===== src/sacl_pkg.sv =====
`timescale 1ns / 1ps
`default_nettype none
// ----------------------------------------------------------------------------
// sacl_pkg
// Shared constants for the set-associative cache lookup block: address
// split, field widths and the default associativity.
// ----------------------------------------------------------------------------
package sacl_pkg;

  localparam int ADDR_BITS     = 64;
  localparam int LINE_BYTES    = 64;
  localparam int NUM_SETS      = 1024;
  localparam int NUM_WAYS_DEF  = 16;

  localparam int OFFSET_BITS   = $clog2(LINE_BYTES);
  localparam int SET_BITS      = $clog2(NUM_SETS);
  localparam int TAG_BITS      = ADDR_BITS - OFFSET_BITS - SET_BITS;

  // Widths of the reported way and set fields.
  localparam int WAY_OUT_BITS  = 4;
  localparam int SET_OUT_BITS  = 10;
  localparam int COUNT_BITS    = 32;

endpackage

`default_nettype wire


===== src/sacl_way_select.sv =====
`timescale 1ns / 1ps
`default_nettype none
// ----------------------------------------------------------------------------
// sacl_way_select
// Tag compare, hit/victim way choice and the updated tag, valid and recency
// rows for one set.
// ----------------------------------------------------------------------------
module sacl_way_select #(
  parameter int NUM_WAYS = 16,
  parameter int WAY_BITS = 4
) (
  input  wire logic [sacl_pkg::TAG_BITS-1:0]          tag,
  input  wire logic [NUM_WAYS*sacl_pkg::TAG_BITS-1:0] row_tags,
  input  wire logic [NUM_WAYS-1:0]                    row_valid,
  input  wire logic [NUM_WAYS*WAY_BITS-1:0]           row_order,
  output logic                                        hit,
  output logic      [WAY_BITS-1:0]                    way,
  output logic      [NUM_WAYS*sacl_pkg::TAG_BITS-1:0] new_tags,
  output logic      [NUM_WAYS-1:0]                    new_valid,
  output logic      [NUM_WAYS*WAY_BITS-1:0]           new_order
);
  import sacl_pkg::*;

  logic [NUM_WAYS-1:0] match;
  logic [WAY_BITS-1:0] hit_way;
  logic [WAY_BITS-1:0] victim;

  always_comb begin
    for (int w = 0; w < NUM_WAYS; w++) begin
      match[w] = row_valid[w] && (row_tags[w*TAG_BITS +: TAG_BITS] == tag);
    end
    hit = |match;
    // Lowest matching way wins.
    hit_way = '0;
    for (int w = NUM_WAYS - 1; w >= 0; w--) begin
      if (match[w]) begin
        hit_way = WAY_BITS'(w);
      end
    end
    // The least recent entry sits at the end of the order list.
    victim = row_order[(NUM_WAYS-1)*WAY_BITS +: WAY_BITS];
    way    = hit ? hit_way : victim;
  end

  // Move the chosen way to the front: every entry ahead of its old
  // position shifts one place toward the least recent end.
  always_comb begin
    logic seen;
    seen = 1'b0;
    new_order[WAY_BITS-1:0] = way;
    for (int i = 1; i < NUM_WAYS; i++) begin
      seen = seen | (row_order[(i-1)*WAY_BITS +: WAY_BITS] == way);
      new_order[i*WAY_BITS +: WAY_BITS] = seen ? row_order[i*WAY_BITS +: WAY_BITS]
                                               : row_order[(i-1)*WAY_BITS +: WAY_BITS];
    end
  end

  always_comb begin
    for (int w = 0; w < NUM_WAYS; w++) begin
      new_tags[w*TAG_BITS +: TAG_BITS] = (!hit && (way == WAY_BITS'(w)))
                                         ? tag : row_tags[w*TAG_BITS +: TAG_BITS];
      new_valid[w] = row_valid[w] | (way == WAY_BITS'(w));
    end
  end

endmodule

`default_nettype wire


===== config.mk =====
export PLATFORM = sky130hd
export DESIGN_NAME = sacl_way_select
export DESIGN_NICKNAME = d
export VERILOG_FILES = /design/src/sacl_pkg.sv /design/src/sacl_way_select.sv
export SDC_FILE = /design/constraint.sdc
export NUM_CORES = 1
export LEC_CHECK = 0
export BUFFER_PORTS_ARGS = -buffer_cell sky130_fd_sc_hd__buf_2
export CORE_AREA = 2 2 684 686
export DETAILED_ROUTE_END_ITERATION = 16
export DIE_AREA = 0 0 686 688
export GPL_TIMING_DRIVEN = 0
export SLEW_MARGIN = 20
export SYNTH_ARGS = -nofsm -noshare
export SYNTH_HDL_FRONTEND = slang
export SYNTH_SLANG_ARGS = --single-unit

===== constraint.sdc =====
create_clock -name vclk -period 9.8
set_input_delay 2.45 -clock vclk [all_inputs]
set_output_delay 2.45 -clock vclk [all_outputs]
set_load 0.01 [all_outputs]

==> results.toml, run 1 <==
[final_layout]
design.seq.count = 0
nNetsFinal = 5849
drive_gt1_frac = 0.683
seq_area_sq_um = 0
stdcell_count = 11756
area_growth_pct = 138
multiInputGateArea_sq_mm = 0.0216
n_clock_buffer = 0
fillers = 54237

[yosys]
synth.most_common_cell = "mux2_2"
avgSynthCellArea_sq_um = 7.67
synth_warnings = 0
synthDominantCellAreaShare = 0.315
post_synth_num_cell_types = 86
synthTopCellsByCount = "mux2_2, xnor2_1, xor2_1, nand2_1, o21ai_0"
synth_top_cell_by_area = "mux2_2"
synthesis.area_sq_mm = 0.0213
synth.area.top_cells = "mux2_2, xnor2_1, xor2_1, o21ai_0, nand2_1"
syn_nets = 3671
synthCells = 2775
yosysSeqAreaShare = 0

[worst_setup_path]
crit_chain = "buf_16, xor2_2, nor4_4, nand4_1, or4_4, buf_6, or4b_4, or4_4, clkbuf_8, o22ai_1, or3_1, a221oi_2, nor4_4, buf_6, buf_4, o21a_4, o211ai_1, mux2_2, buf_2"
path_delay_family = "simple AND/OR/NAND/NOR gates"
cp.arrival_ns = 7.69
cp_slowest_stage_delay_ns = 0.69
crit_path_start_kind = "input pin"
cp.required_ns = 7.35
crit_type = "input pin to output port"
cp_max_fo = 10
cp_slowest_cell = "or4_4"
endpoint_kind = "output port"
cp_num_buf_inv = 6

[floorplanning]
row_count = 251
boundaryPins = 1749
core_area_sq_mm = 0.465
die_w_um = 686
start_util = 0.0458
die_area_sq_mm = 0.472
chipHeight_um = 688

[worst_hold_path]
hold_depth = 4
hold_path.startpoint = "row_valid[14]"
whs_endpoint = "new_valid[14]"
hold_path.class = "input pin to output port"

[global_routing]
grt_max_degree = 12
grt_pass1_wl_um = 756000
antenna_found_initial = 642
grt_pass1_vias = 35288
globalRouteOverflowTotal = 0
grt_usage = 0.275

[power_and_ir_drop]
power_frac_clock = 0
p_per_area_mw_per_mm2 = 68.8
p_switching_mw = 2.33
seq_power_share = 0
vdd_ir_drop_max_uv = 25.3
combPwrFrac = 1.000
leakage_nw = 20.2
switching_share = 0.669
p_int_mw = 1.15

[drt]
ant_nets = 0
first_pass_iters = 5
drtIter0Drc = 5332
drcViolationCount = 0
wl_um = 681000
dr_total_vias = 41756
vias_per_cell = 3.55
detail_route.wl_per_cell_um = 57.9

[sta]
fmax_mhz = 98.7
hold_violations = 0
slew_violations = 0
finalSetupViolCount = 641
fin_ws_ns = -0.337
slew-limit-headroom = 0.210
fin_crit_ns = 10.14
tightest_slew_ns = 1.17
rsz0062_at_grt = "yes"
fin_crit_sh = 1.03

[place]
port-buffer-count = 1715
gp_congestion = 0.997
dp_cells = 10752
hpwlAfterDp_um = 580000
dpl_worst_slack_ns = -4.89

[cts]
hold_buffers = 0

[outcome]
outcome = "complete, but fails checks"
violations = "setup timing"

[job]
cap_violations = 0
## power groups by stage
| stage | logic, mW | clock network [mW] | registers (mW) |
|---|---|---|---|
| 3_5_place_dp | 2.90 | 0 | 0 |
| 6_report | 3.48 | 0.00000752 | 0 |
| 2_1_floorplan | 0.889 | 0 | 0 |
| 4_1_cts | 3.33 | 0 | 0 |
| 5_1_grt | 3.49 | 0.00000585 | 0 |
| 3_3_place_gp | 2.84 | 0 | 0 |
## how the worst max path moves through the flow
stage | from | cells after the start | slack [ns] | end
6_report | tag[31] | 19 | -0.34 | new_order[37]
5_1_grt | tag[0] | 24 | -0.12 | new_order[61]
4_1_cts | tag[31] | 17 | -0.14 | new_order[58]
3_5_place_dp | tag[36] | 20 | -4.89 | new_tags[269]
3_3_place_gp | tag[27] | 18 | -8.98 | new_tags[150]
2_1_floorplan | tag[15] | 18 | 1.02 | new_order[56]
## what timing repair did
action                                 4_1_cts  5_1_grt
gates resized for setup                   1247      212
endpoints found under the hold margin        0        0
pin swaps                                   95       79
setup buffers                              298      104
setup endpoints to repair                  853      754
cloned                                       3        3
## per-layer routing
metal	vias up	GRT usage	part of all wire
li1	14862	-	-
met1	20765	0.294	0.36
met2	4406	0.426	0.44
met3	1487	0.148	0.13
met4	236	0.161	0.072
met5	-	0.00265	0.0026
## per-stage QoR
stage | power, mW | cell area (sq um) | hold WS, ns | util | setup TNS (ns)
after floorplan | 0.889 | 21300 | 5.00 | - | 0
after global placement | 2.84 | 37600 | 5.23 | 0.0809 | -5468.84
after detailed placement | 2.90 | 39200 | 5.24 | 0.0844 | -3199.65
after CTS | 3.33 | 47200 | 5.24 | 0.102 | -1.98
after global routing | 3.49 | 50100 | 5.25 | 0.108 | -3.86
final | 3.48 | 50600 | 5.25 | 0.109 | -77.21
## layout by cell type, fill, tap and decap left out, types with 11 or more instances in the layout
master / instances
xnor2_2: 13
o211ai_1: 13
mux2_4: 66
buf_2: 1606
xnor2_1: 375
clkbuf_8: 15
clkbuf_4: 36
inv_1: 38
nor2_4: 11
o21ai_0: 111
xor2_1: 352
mux2_2: 546
buf_4: 343
buf_8: 30
nor2b_1: 14
nand4_1: 103
o21ai_2: 40
nor4_4: 12
nand3_1: 30
buf_12: 163
nor4_1: 62
clkbuf_2: 51
nand2b_1: 49
buf_6: 115
nor4_2: 30
nand2_2: 21
o21ai_1: 43
o21ai_4: 32
nand2_1: 238
nor2_1: 23
nor3_1: 19
diode_2: 607
o2111ai_1: 12
buf_16: 102
## kinds of logic after synthesis
| group | synth area share |
|---|---|
| buf+inv | 0.0887 |
| xor+xnor | 0.310 |
| compound gates | 0.105 |
| simple gates | 0.172 |
| mux | 0.324 |
## cell type report
| cell class | count | area share |
|---|---|---|
| diodes | 607 | 0.0300 |
| plain buffers | 291 | 0.0873 |
| inverters | 59 | 0.00636 |
| multi-input cells | 2418 | 0.426 |
| well taps | 6198 | 0.153 |
| repair buffers | 2183 | 0.297 |
(Power assumes the default switching activity.)
==> run 2: changes to the inputs <==
==> constraint.sdc (replaced) <==
create_clock -name vclk -period 9.8
set_input_delay 0.49 -clock vclk [all_inputs]
set_output_delay 0.49 -clock vclk [all_outputs]
set_load 0.01 [all_outputs]
==> run 2 against run 1 <==
  * The flow still finishes with violations (setup timing)
  * Non-clock buffer count down 393
  * Routed wire length down 2.0%
  * Count of clock-buffer cells in the layout unchanged
  * Combinational power down 15%
  * Critical path depth unchanged
  * Fmax up 3.0%
  * First-iteration DRC count down 3.8%
  * Global-route usage down 0.48 points
  * Critical endpoint is now new_tags[267]
  * Largest cell class unchanged
==> results.toml, run 2 (same netlist as run 1, synthesis figures left out) <==
[sta]
hold_violations = 0
tightest_slew_ns = 1.35
fin_crit_sh = 1.00
slew_violations = 0
fin_crit_ns = 9.84
rsz0062_at_grt = "no"
fmax_mhz = 102
slew-limit-headroom = 0.0968
fin_ws_ns = -0.0374
finalSetupViolCount = 3

[drt]
detail_route.wl_per_cell_um = 58.3
ant_nets = 0
dr_total_vias = 40478
drtIter0Drc = 5128
vias_per_cell = 3.54
drcViolationCount = 0
first_pass_iters = 8
wl_um = 667000

[outcome]
outcome = "complete, but fails checks"
violations = "setup timing"

[final_layout]
n_clock_buffer = 0
nNetsFinal = 5456
drive_gt1_frac = 0.588
final_cell_mix = "buf_2, mux2_2, xnor2_1"
final_cell_area_sq_mm = 0.0410
area_growth_pct = 92.8
fillers = 54934
final_common_cell = "buf_2"
seq_area_sq_um = 0
design.seq.count = 0

[worst_setup_path]
cp.arrival_ns = 9.35
endpoint_kind = "output port"
cp.required_ns = 9.31
crit_start = "tag[42]"
crit_path_start_kind = "input pin"
cp_max_fo = 12
crit_type = "input pin to output port"

[power_and_ir_drop]
finalPower_mw = 2.97
leakage_nw = 15.7
vdd_ir_drop_max_uv = 26.0
p_per_area_mw_per_mm2 = 72.5

[place]
dpl_cell_area_sq_mm = 0.0392
hpwlAfterDp_um = 580000
port-buffer-count = 1715
gp_congestion = 0.997

[job]
cap_violations = 0

[floorplanning]
row_count = 251
core_area_sq_mm = 0.465
boundaryPins = 1749
die_w_um = 686
die_area_sq_mm = 0.472
chipHeight_um = 688
start_util = 0.0458

[global_routing]
grt_pass1_vias = 33918
grt_max_degree = 20
globalRouteOverflowTotal = 0
grt_pass1_wl_um = 742000
antenna_found_initial = 699
grt_usage = 0.270

[worst_hold_path]
hold_depth = 4
hold_path.class = "input pin to output port"
hold_path.startpoint = "row_valid[14]"

[cts]
hold_buffers = 0
run 2: cell types whose count changed in the layout (fill, tap and decap cells not counted), moves of 32 or more:
cell      change
buf_6        -83
buf_2       +184
mux2_2       +49
mux2_4       -65
o21ai_4      -32
clkbuf_1     +54
buf_4       -256
o21ai_0     +110
diode_2      +82
buf_16       -74
buf_12      -141
o21ai_2      -39
o21ai_1      -39
run 2: path summary, 6_finish.rpt:
kind / endpoint / slack [ns]
hold / removal: new_valid[14] / 1.33
setup / recovery: new_tags[267] / -0.04
run 2: area by class of cell:
| class | count | area (sq um) | area share |
|---|---|---|---|
| Tap cell | 6198 | 7750 | 0.189 |
| Inverter | 59 | 230 | 0.00561 |
| Multi-Input combinational cell | 2418 | 19600 | 0.477 |
| Antenna cell | 689 | 1720 | 0.0420 |
| Buffer | 297 | 1800 | 0.0439 |
| Timing Repair Buffer | 1784 | 9960 | 0.243 |
run 2: through the flow:
step	hold WS, ns	setup WS, ns	instances	TNS (ns)	util
2_1_floorplan	1.08	4.94	2775	0	-
3_3_place_gp	1.31	-5.06	10688	-2138.71	0.0809
3_5_place_dp	1.32	-0.974	10752	-120.24	0.0844
4_1_cts	1.32	0.0454	10755	0	0.0844
5_1_grt	1.33	0.186	11210	0	0.0870
6_report	1.33	-0.0374	11445	-0.0888	0.0882
run 2: repair_timing:
| action | 4_1_cts | 5_1_grt |
|---|---|---|
| endpoints found under the setup margin | 447 | 1 |
| gates resized for setup | 3 | 1 |
| buffers inserted | 4 | 0 |
| pin swaps | 1 | 0 |
run 2: critical path, stage by stage:
cell	delay (ns)
buf_2	0.50
buf_6	0.59
buf_2	1.12
xor2_1	0.34
nor4_1	0.30
nand4_1	0.50
or2_1	0.45
a31o_1	0.26
a22oi_4	0.46
mux2_4	0.29
buf_4	0.29
clkinvlp_4	0.62
nor2_4	0.75
buf_12	0.25
nand2_1	0.25
buf_2	0.31
clkbuf_1	0.35
o21ai_1	0.71
buf_2	0.36
run 2: per-layer routing:
layer / wire (um) / vias up / global-route usage
met4: 45800 / 250 / 0.160
met2: 291000 / 4459 / 0.416
met3: 87500 / 1447 / 0.146
li1: - / 14154 / -
met5: 1710 / - / 0.00184
met1: 241000 / 20168 / 0.291
run 2: power breakdown:
group,internal [mW],total [mW],switching [mW]
clock network,0.00000653,0.00000653,0
registers,0,0,0
logic,0.790,2.97,2.18
total,0.790,2.97,2.18
