**src/sacl_ram.sv**
```systemverilog
`timescale 1ns / 1ps
`default_nettype none
// ----------------------------------------------------------------------------
// sacl_ram
// Generic single-write, single-read synchronous RAM with a registered read.
// ----------------------------------------------------------------------------
module sacl_ram #(
  parameter int WIDTH = 8,
  parameter int DEPTH = 2,
  localparam int AW   = (DEPTH > 1) ? $clog2(DEPTH) : 1
) (
  input  wire logic             clk,
  input  wire logic             wr_en,
  input  wire logic [AW-1:0]    wr_addr,
  input  wire logic [WIDTH-1:0] wr_data,
  input  wire logic             rd_en,
  input  wire logic [AW-1:0]    rd_addr,
  output logic      [WIDTH-1:0] rd_data
);

  logic [WIDTH-1:0] mem [DEPTH];

  always_ff @(posedge clk) begin
    if (wr_en) begin
      mem[wr_addr] <= wr_data;
    end
    if (rd_en) begin
      rd_data <= mem[rd_addr];
    end
  end

endmodule

`default_nettype wire

```
**config.mk**
```make
export PLATFORM = sky130hd
export DESIGN_NAME = sacl_ram
export DESIGN_NICKNAME = d
export VERILOG_FILES = /design/src/sacl_ram.sv
export SDC_FILE = /design/constraint.sdc
export NUM_CORES = 1
export LEC_CHECK = 0
export BUFFER_PORTS_ARGS = -buffer_cell sky130_fd_sc_hd__buf_2
export CAP_MARGIN = 0
export CORE_MARGIN = 1
export CORE_UTILIZATION = 53
export DETAILED_ROUTE_END_ITERATION = 16
export GPL_ROUTABILITY_DRIVEN = 0
export HOLD_SLACK_MARGIN = 0.08
export MAX_ROUTING_LAYER = met4
export PLACE_DENSITY_LB_ADDON = 0.08
export SETUP_SLACK_MARGIN = 0.5
export SLEW_MARGIN = 20
export SYNTH_ARGS = -nofsm -noshare
export SYNTH_HDL_FRONTEND = slang
export SYNTH_SLANG_ARGS = --single-unit
```
**constraint.sdc**
```tcl
create_clock -name clk -period 1.49 [get_ports clk]
set_input_delay 0.298 -clock clk [delete_from_list [all_inputs] [get_ports clk]]
set_output_delay 0.298 -clock clk [all_outputs]
set_load 0.005 [all_outputs]
```
==> run metrics, run 1 <==
Fin Setup TNS=0 ns; Post-Syn Area=just under 900 um2; Mapped Nets=48; Longest Clk Path Bufs=2; Hold Vio Cnt, Final=0; total grt overflow=0; drt pass-1 iters=2; sequential-to-total area share from yosys stat=0.834; Post-DP Area=976 um2; area of the multi-input gates=135 um2; Design Area, Final=approximately 1000 um2; highest metal used=met3; area leader, netlist=edfxtp_1; fin crit share=0.749; outcome=complete, no violations; latest clock arrival within the worst-skew pair=0.30 ns; Avg Synthesized Cell Area=between 20 and 25 um2; worst min-delay path category=input port to flop; Worst Tran Pin Value=about 0.40 ns; M1 WL=approximately 380 um; Worst path slowest cell=edfxtp_1; Detail Route Antenna Nets=0; worst setup margin=~0.37 ns; clk_skew=slightly below 0.005 ns; TritonCTS clock tree=built; count of final setup violators=0; final WL=~960 um; Top Family by Delay on Critical Path=flip-flops; Startpoint Class=flop; slowest stage delay, CP=0.38 ns; crit path time final=roughly 1.1 ns; leakage power total=slightly above 0.0004 uW; Pwr Total=approximately 1300 uW; metal2 WL=~520 um; Max Cap Violations=0; Reg clk slew, reported paths=approximately 0.12 ns; DR vias=~390; Via-to-Cell Ratio=~5.2; critical-path cell list=buf_2; WL met3=around 57 um; RSZ-0062 raised after global routing=true; vias in the first global route=between 300 and 400; Crit Path Class=flop to output port; first-pass GRT wire length=1510 um; setup bufs post-CTS=0; largest fanout on the critical path=1; aggregate global-route resource usage=0.117; pwr dens=around 1300 nW/um2; # fillers=approximately 100; clock sink total=24; critical path endpoint category=output port; die area=~1800 um2; Die Height=roughly 42 um; Ys Warns=0; WP data required=between 1 and 1.5 ns; num rows=14; drc violations=0; ranking of synthesized cells by area=edfxtp_1 (83%), mux2_4 (14%), buf_6 (1.3%); Core Area=approximately 1500 um2; initial antenna violation count=0; initial cell density of the core=0.574; share of layout cells above drive strength 1=0.569; diode count=0; crit path DAT=about 0.82 ns; I/O Buffers=20; Root Driver=clkbuf_4; Iter 0 DRT Violations=7; Seq cells post-synth=24; fmax=around 0.9 GHz; largest net degree at the start of global routing=15; post-synth top area share=0.834; worst vdd ir=746 uV; CTS buffer count=3; CP bufs+invs=1; Post-Place Setup Slack=~0.35 ns; Die W=42.4 um; nets=around 70; synthesized instance count=35; Rel. slew slack=0.733; H-tree levels=1; Yosys cell types=5; Area Growth Syn to Fin=19.0%; final max-slew violation count=0; I/O Pins=21; register area=721 um2; Hold Slack=roughly 0.18 ns; WL/cell=between 10 and 15 um
-- where the power goes --
group / internal, uW / total, uW / switching (uW)
clock network: 272 / 451 / 179
logic: 51.5 / 87.6 / 36.1
registers: 796 / 807 / 10.6
total: 1120 / 1350 / 226
-- per-layer routing --
| layer | vias to the layer above | GRT usage |
|---|---|---|
| met1 | 185 | 0.130 |
| li1 | 183 | - |
| met5 | - | - |
| met2 | 18 | 0.209 |
| met4 | 0 | 0.0375 |
| met3 | 0 | 0.0259 |
-- final timing paths --
check | start | endpoint | slack [ns] | depth (start not counted)
worst min-delay path | wr_data[5] | mem[0][5] | 0.18 | 1
worst max register to register | mem[0][7] | rd_data[7] | 0.59 | 1
worst max-delay path | rd_data[6] | rd_data[6] | 0.37 | 1
worst min register to register | mem[0][4] | rd_data[4] | 0.57 | 1
-- registers in the layout, indices dropped and copies added (netlist names) --
register and count:
rd_data 8, mem 16
-- layout by cell type (no fill, tap or decap) --
| master | count |
|---|---|
| edfxtp_1 | 24 |
| buf_2 | 20 |
| mux2_4 | 8 |
| clkbuf_4 | 3 |
| nor2b_2 | 1 |
| and2_1 | 1 |
| bufinv_16 | 1 |
-- cell usage after synthesis --
master	number
mux2_4	8
buf_6	1
nor2b_1	1
edfxtp_1	24
and2_1	1
-- cells by family (layout without fill, tap and decap cells) --
logic type / after synthesis / after routing / synth area share
AND/OR/NAND/NOR: 2 / 2 / 0.0145
multiplexers: 8 / 8 / 0.139
buffers and inverters: 1 / 24 / 0.0130
flip-flops: 24 / 24 / 0.834
-- timing repair --
item,4_1_cts,5_1_grt
gates resized for setup,0,0
endpoints found under the setup margin,8,8
hold buffers,0,0
-- area by class of cell --
type                       instances  share of cell area
sequential                        24               0.701
multi-input combinational         10               0.131
clock buffer                       3              0.0219
clock inverter                     1              0.0292
tap                               16              0.0195
timing repair buffer              20              0.0973
-- metrics by stage --
step	cells	utilization
final	74	0.683
after detailed placement	70	0.648
after global routing	74	0.683
after global placement	70	0.648
after floorplan	35	-
after CTS	74	0.683
Note: power is estimated with default switching activity, not from simulation.
==> run 2, diff against run 1 <==
Settings changed: CORE_UTILIZATION 53 to 45.
Clock period 1.49 ns to 0.9 ns, I/O delays scaled along.
==> run 2 against run 1 <==
The run now ends with setup timing left; setup slack worse by 0.46 ns; critical endpoint is now rd_data[5]; clock skew shrank 0.0033 ns; clock-buffer cell count is the same; sequential share of layout area shrank 0.34 points; largest power group unchanged; register-to-register slack worse by 0.59 ns; core utilization down 9.7 points.
==> run metrics, run 2 (synthesis gave the netlist of run 1 again) <==
fmax=between 1 and 1.5 GHz; most frequent cells in the layout=edfxtp_1 (24), buf_2 (18), mux2_4 (8); Reg with most FFs=mem; Worst path depth=1 (unchanged); crit path DAT=0.81 ns (about the same); global-route track usage on met2=0.220 (+0.0108); critical path endpoint category=output port; final WL=1040 um (+9.1%); nets=72 (unchanged); commonest non-fill, non-tap cell in the layout=edfxtp_1; latest clock arrival within the worst-skew pair=0.29 ns (about the same); slowest stage delay, CP=0.38 ns (about the same); Die Height=45.8 um (+8.1%); share of layout cells above drive strength 1=0.579 (+0.00998); DR vias=379 (-1.8%); CTS buffer count=3 (unchanged); critical-path cell list=buf_2; WP data required=0.72 ns (-0.47 ns); met1 Track Usage GR=0.0984 (-0.0312); Cells after DPL=79 (+13%); vias in the first global route=400 (+3.6%); diode count=0 (unchanged); WL/cell=12.7 um (-1.5%); worst hold stages=1 (unchanged); first-pass GRT wire length=1550 um (+2.3%); Most Crowded Layer GR=met2; Hold Slack=0.0652 ns (-0.111 ns); Longest Clk Path Bufs=2 (unchanged); CP bufs+invs=1 (unchanged); Startpoint Class=flop; largest net degree at the start of global routing=13 (-2); Core Area=1760 um2 (+17%); pwr dens=1860 nW/um2 (+42%); max reg flops=16 (unchanged); largest fanout on the critical path=1 (unchanged); Root Driver=clkbuf_4; Non-Filler Instances=82 (+11%); FF-to-FF setup slack=0 ns (-0.59 ns); worst setup margin=-0.0877 ns (-0.462 ns); drc violations=0 (unchanged); Area Growth Syn to Fin=19.5%; clk_skew=0.00157 ns (-0.00331 ns); RSZ-0062 raised after global routing=true; Worst path slowest cell=edfxtp_1; aggregate global-route resource usage=0.115 (-0.00221); I/O Pins=21 (unchanged); Pwr Total=1920 uW (+43%); top flop regs=mem x16, rd_data x8; hpwl dp=813 um; count of final setup violators=8 (+8); worst min-delay path category=input port to flop; TritonCTS clock tree=built; worst vdd ir=911 uV (+22%); final max-slew violation count=0 (unchanged); setup bufs post-CTS=0 (unchanged); outcome=finished, violations left; Hold Vio Cnt, Final=0 (unchanged); Worst Tran Pin Value=0.245 ns (-0.153 ns); H-tree levels=1 (unchanged); Top Family by Delay on Critical Path=flip-flops; drt pass-1 iters=2 (unchanged); crit path time final=just under 1 ns; fin crit share=1.10; clock sink total=24 (unchanged); Reg clk slew, reported paths=0.11 ns (about the same); GR Util met3=0.0238 (-0.00205); initial cell density of the core=0.490 (-0.0838); Max Cap Violations=0 (unchanged); Iter 0 DRT Violations=2 (-5); Die W=45.8 um (+8.1%); Detail Route Antenna Nets=0 (unchanged); total grt overflow=0 (unchanged); Via-to-Cell Ratio=4.62 (-11%); die area=2100 um2 (+17%); Rel. slew slack=0.837 (+0.103); initial antenna violation count=0 (unchanged); I/O Buffers=20 (unchanged); Crit Path Class=flop to output port; leakage power total=0.000404 uW (-0.64%); num rows=15 (+1); failing checks=setup timing; R2R cell count=1 (unchanged)
run 2: per-layer routing:
metal | part of all wire | wire length, um | vias up
li1 | - | - | 180
met5 | 0 | 0 | -
met1 | 0.40 | 418 | 179
met4 | 0 | 0 | 0
met2 | 0.53 | 548 | 20
met3 | 0.073 | 76 | 0
run 2: final cells by class:
type                    instances  area (um2)
fillers                       152         731
flip-flops and latches         24         721
multi-input cells              10         143
repair buffers                 20         116
well taps                      25        31.3
clock buffers                   3        22.5
run 2: stage by stage:
stage                     setup slack, ns  area [um2]  setup TNS (ns)  utilization
final                             -0.0877        1030          -0.606        0.586
after global routing               -0.128        1030           -1.03        0.586
after CTS                          -0.112        1030          -0.786        0.586
after detailed placement           -0.119         995          -0.884        0.564
after global placement            -0.0896         995          -0.707        0.564
after floorplan                    0.0496         878               0            -
run 2: what timing repair did:
item,in CTS,in global routing
pin swaps,1,0
endpoints found under the setup margin,32,32
gates resized for setup,3,0
endpoints found under the hold margin,16,16
run 2: worst paths after layout:
check / end / start
setup / recovery: rd_data[5] / rd_data[5]
hold / removal: mem[0][3] / wr_data[3]
hold reg to reg: rd_data[4] / mem[0][4]
setup reg to reg: rd_data[6] / mem[0][6]
run 2: power breakdown:
group          total [uW]  internal [uW]  leakage, uW  switching, uW
clock network         426            156    0.0000138            270
logic                 157           96.1     0.000162           60.6
registers            1340           1320     0.000228           19.1
==> run 3, diff against run 2 <==
==> constraint.sdc (replaced) <==
create_clock -name clk -period 0.9 [get_ports clk]
set_input_delay 0.18 -clock clk [delete_from_list [all_inputs] [get_ports clk]]
set_output_delay 0.18 -clock clk [all_outputs]
set_load 0.05 [all_outputs]
==> run 3 against run 2 <==
The run still ends with setup timing left; power increased by 6.6%; critical path depth unchanged; largest cell class unchanged; via count increased by 0.79%; hold slack about the same.
==> run metrics, run 3 (synthesis gave the netlist of run 1 again) <==
outcome=finished, violations left; failing checks=setup timing; Rel. slew slack=0.834 (-0.00281); WL/cell=12.8 um (+0.58%); crit path time final=1.05 ns (+0.0619 ns); worst hold stages=1 (unchanged); Longest Clk Path Bufs=2 (unchanged); Detail Route Antenna Nets=0 (unchanged); critical path endpoint category=output port; Worst path slowest cell=edfxtp_1; final max-slew violation count=0 (unchanged); initial cell density of the core=0.490 (unchanged); final WL=1050 um (+0.58%); count of final setup violators=8 (unchanged); fin crit share=1.17 (+0.0688); crit path DAT=0.87 ns (+0.06 ns); Top Family by Delay on Critical Path=flip-flops; CP bufs+invs=1 (unchanged); highest metal used=met3; WL met3=64 um (-16%); Fin Setup TNS=-1.07 ns (-0.468 ns); latest clock arrival within the worst-skew pair=0.29 ns (about the same); first-pass GRT wire length=1570 um (+1.8%); pwr dens=1890 nW/um2 (+1.7%); Core Area=1760 um2 (unchanged); Reg clk slew, reported paths=0.11 ns (about the same); TritonCTS clock tree=built; setup bufs post-CTS=0 (unchanged); share of layout cells above drive strength 1=0.579 (unchanged); R2R cell count=1 (unchanged); I/O Buffers=20 (unchanged); die area=2100 um2 (unchanged); hold_sp=wr_data[3]; num rows=15 (unchanged); FF-to-FF setup slack=0 ns (unchanged); Hold Vio Cnt, Final=0 (unchanged); Worst Tran Pin Value=0.249 ns (+0.00473 ns); initial antenna violation count=0 (unchanged); CTS buffer count=3 (unchanged); leakage power total=0.000421 uW (+4.2%); Crit Path Class=flop to output port; FF-to-FF End=rd_data[6]; critical-path cell list=buf_6; Die W=45.8 um (unchanged); Reg with most FFs=mem; largest fanout on the critical path=1 (unchanged); diode count=0 (unchanged); nets=72 (unchanged); Iter 0 DRT Violations=1 (-1); M1 WL=397 um (-5.0%); fmax=0.953 GHz (-5.9%); worst vdd ir=939 uV (+3.1%); Die Height=45.8 um (unchanged); worst min-delay path category=input port to flop; RSZ-0062 raised after global routing=true; metal2 WL=586 um (+6.9%); aggregate global-route resource usage=0.118 (+0.00261); R2R Path Start=mem[0][6]; Via-to-Cell Ratio=4.66 (+0.79%); Max Cap Violations=0 (unchanged); DR vias=382 (+0.79%); drc violations=0 (unchanged); largest net degree at the start of global routing=13 (unchanged); slowest stage delay, CP=0.41 ns (+0.03 ns); Startpoint Class=flop; total grt overflow=0 (unchanged); Pwr Total=2050 uW (+6.6%); I/O Pins=21 (unchanged); clock sink total=24 (unchanged); Area Growth Syn to Fin=25.3%; H-tree levels=1 (unchanged); WP data required=0.72 ns (about the same); Root Driver=clkbuf_4; top flop regs=mem x16, rd_data x8; Worst Hold Endpoint=mem[0][3]; commonest non-fill, non-tap cell in the layout=edfxtp_1; max reg flops=16 (unchanged); vias in the first global route=398 (-0.50%); clk_skew=0.00230 ns (+0.000722 ns); most frequent cells in the layout=edfxtp_1 (24), buf_2 (10), buf_6 (9); drt pass-1 iters=2 (unchanged); worst setup margin=-0.150 ns (-0.0619 ns); hpwl dp=813 um (unchanged)
run 3: cell counts in the layout (fill, tap and decap cells not counted):
Identical to the previous run, type by type.
run 3: cell type report:
cell class | instances | area (um2)
Clock buffer | 3 | 22.5
Timing Repair Buffer | 20 | 166
Sequential cell | 24 | 721
Fill cell | 146 | 681
Tap cell | 25 | 31.3
Multi-Input combinational cell | 10 | 143
run 3: layer usage:
| layer | vias to the layer above | global-route usage |
|---|---|---|
| met5 | - | - |
| met4 | 0 | 0.0706 |
| met3 | 0 | 0.0238 |
| met2 | 20 | 0.229 |
| met1 | 182 | 0.0984 |
| li1 | 180 | - |
run 3: power breakdown:
group / internal, uW / switching [uW]
clock network: 156 / 269
logic: 128 / 150
registers: 1320 / 24.9
total: 1600 / 444
run 3: timing repair:
| item | CTS | global route |
|---|---|---|
| cloned | 0 | 0 |
| pin swaps | 1 | 0 |
| gates resized for setup | 19 | 0 |
| hold endpoints to repair | 16 | 16 |
| endpoints found under the setup margin | 32 | 32 |
run 3: worst max-delay path by stage:
stage / start / endpoint / slack [ns] / depth (start not counted)
2_1_floorplan: mem[0][0] / rd_data[0] / 0.05 / 1
3_3_place_gp: rd_addr / rd_data[3] / -0.09 / 2
3_5_place_dp: rd_addr / rd_data[5] / -0.12 / 2
4_1_cts: rd_data[5] / rd_data[5] / -0.17 / 1
5_1_grt: rd_data[3] / rd_data[3] / -0.19 / 1
6_report: rd_data[3] / rd_data[3] / -0.15 / 1
run 3: metrics by stage:
stage | setup slack, ns | util | cells | area (um2) | hold WS, ns
final | -0.150 | 0.614 | 82 | 1080 | 0.0652
after global routing | -0.188 | 0.614 | 82 | 1080 | 0.0493
after CTS | -0.169 | 0.614 | 82 | 1080 | 0.0498
after detailed placement | -0.119 | 0.564 | 79 | 995 | 0.373
after global placement | -0.0896 | 0.564 | 79 | 995 | 0.368
after floorplan | 0.0496 | - | 35 | 878 | 0.279
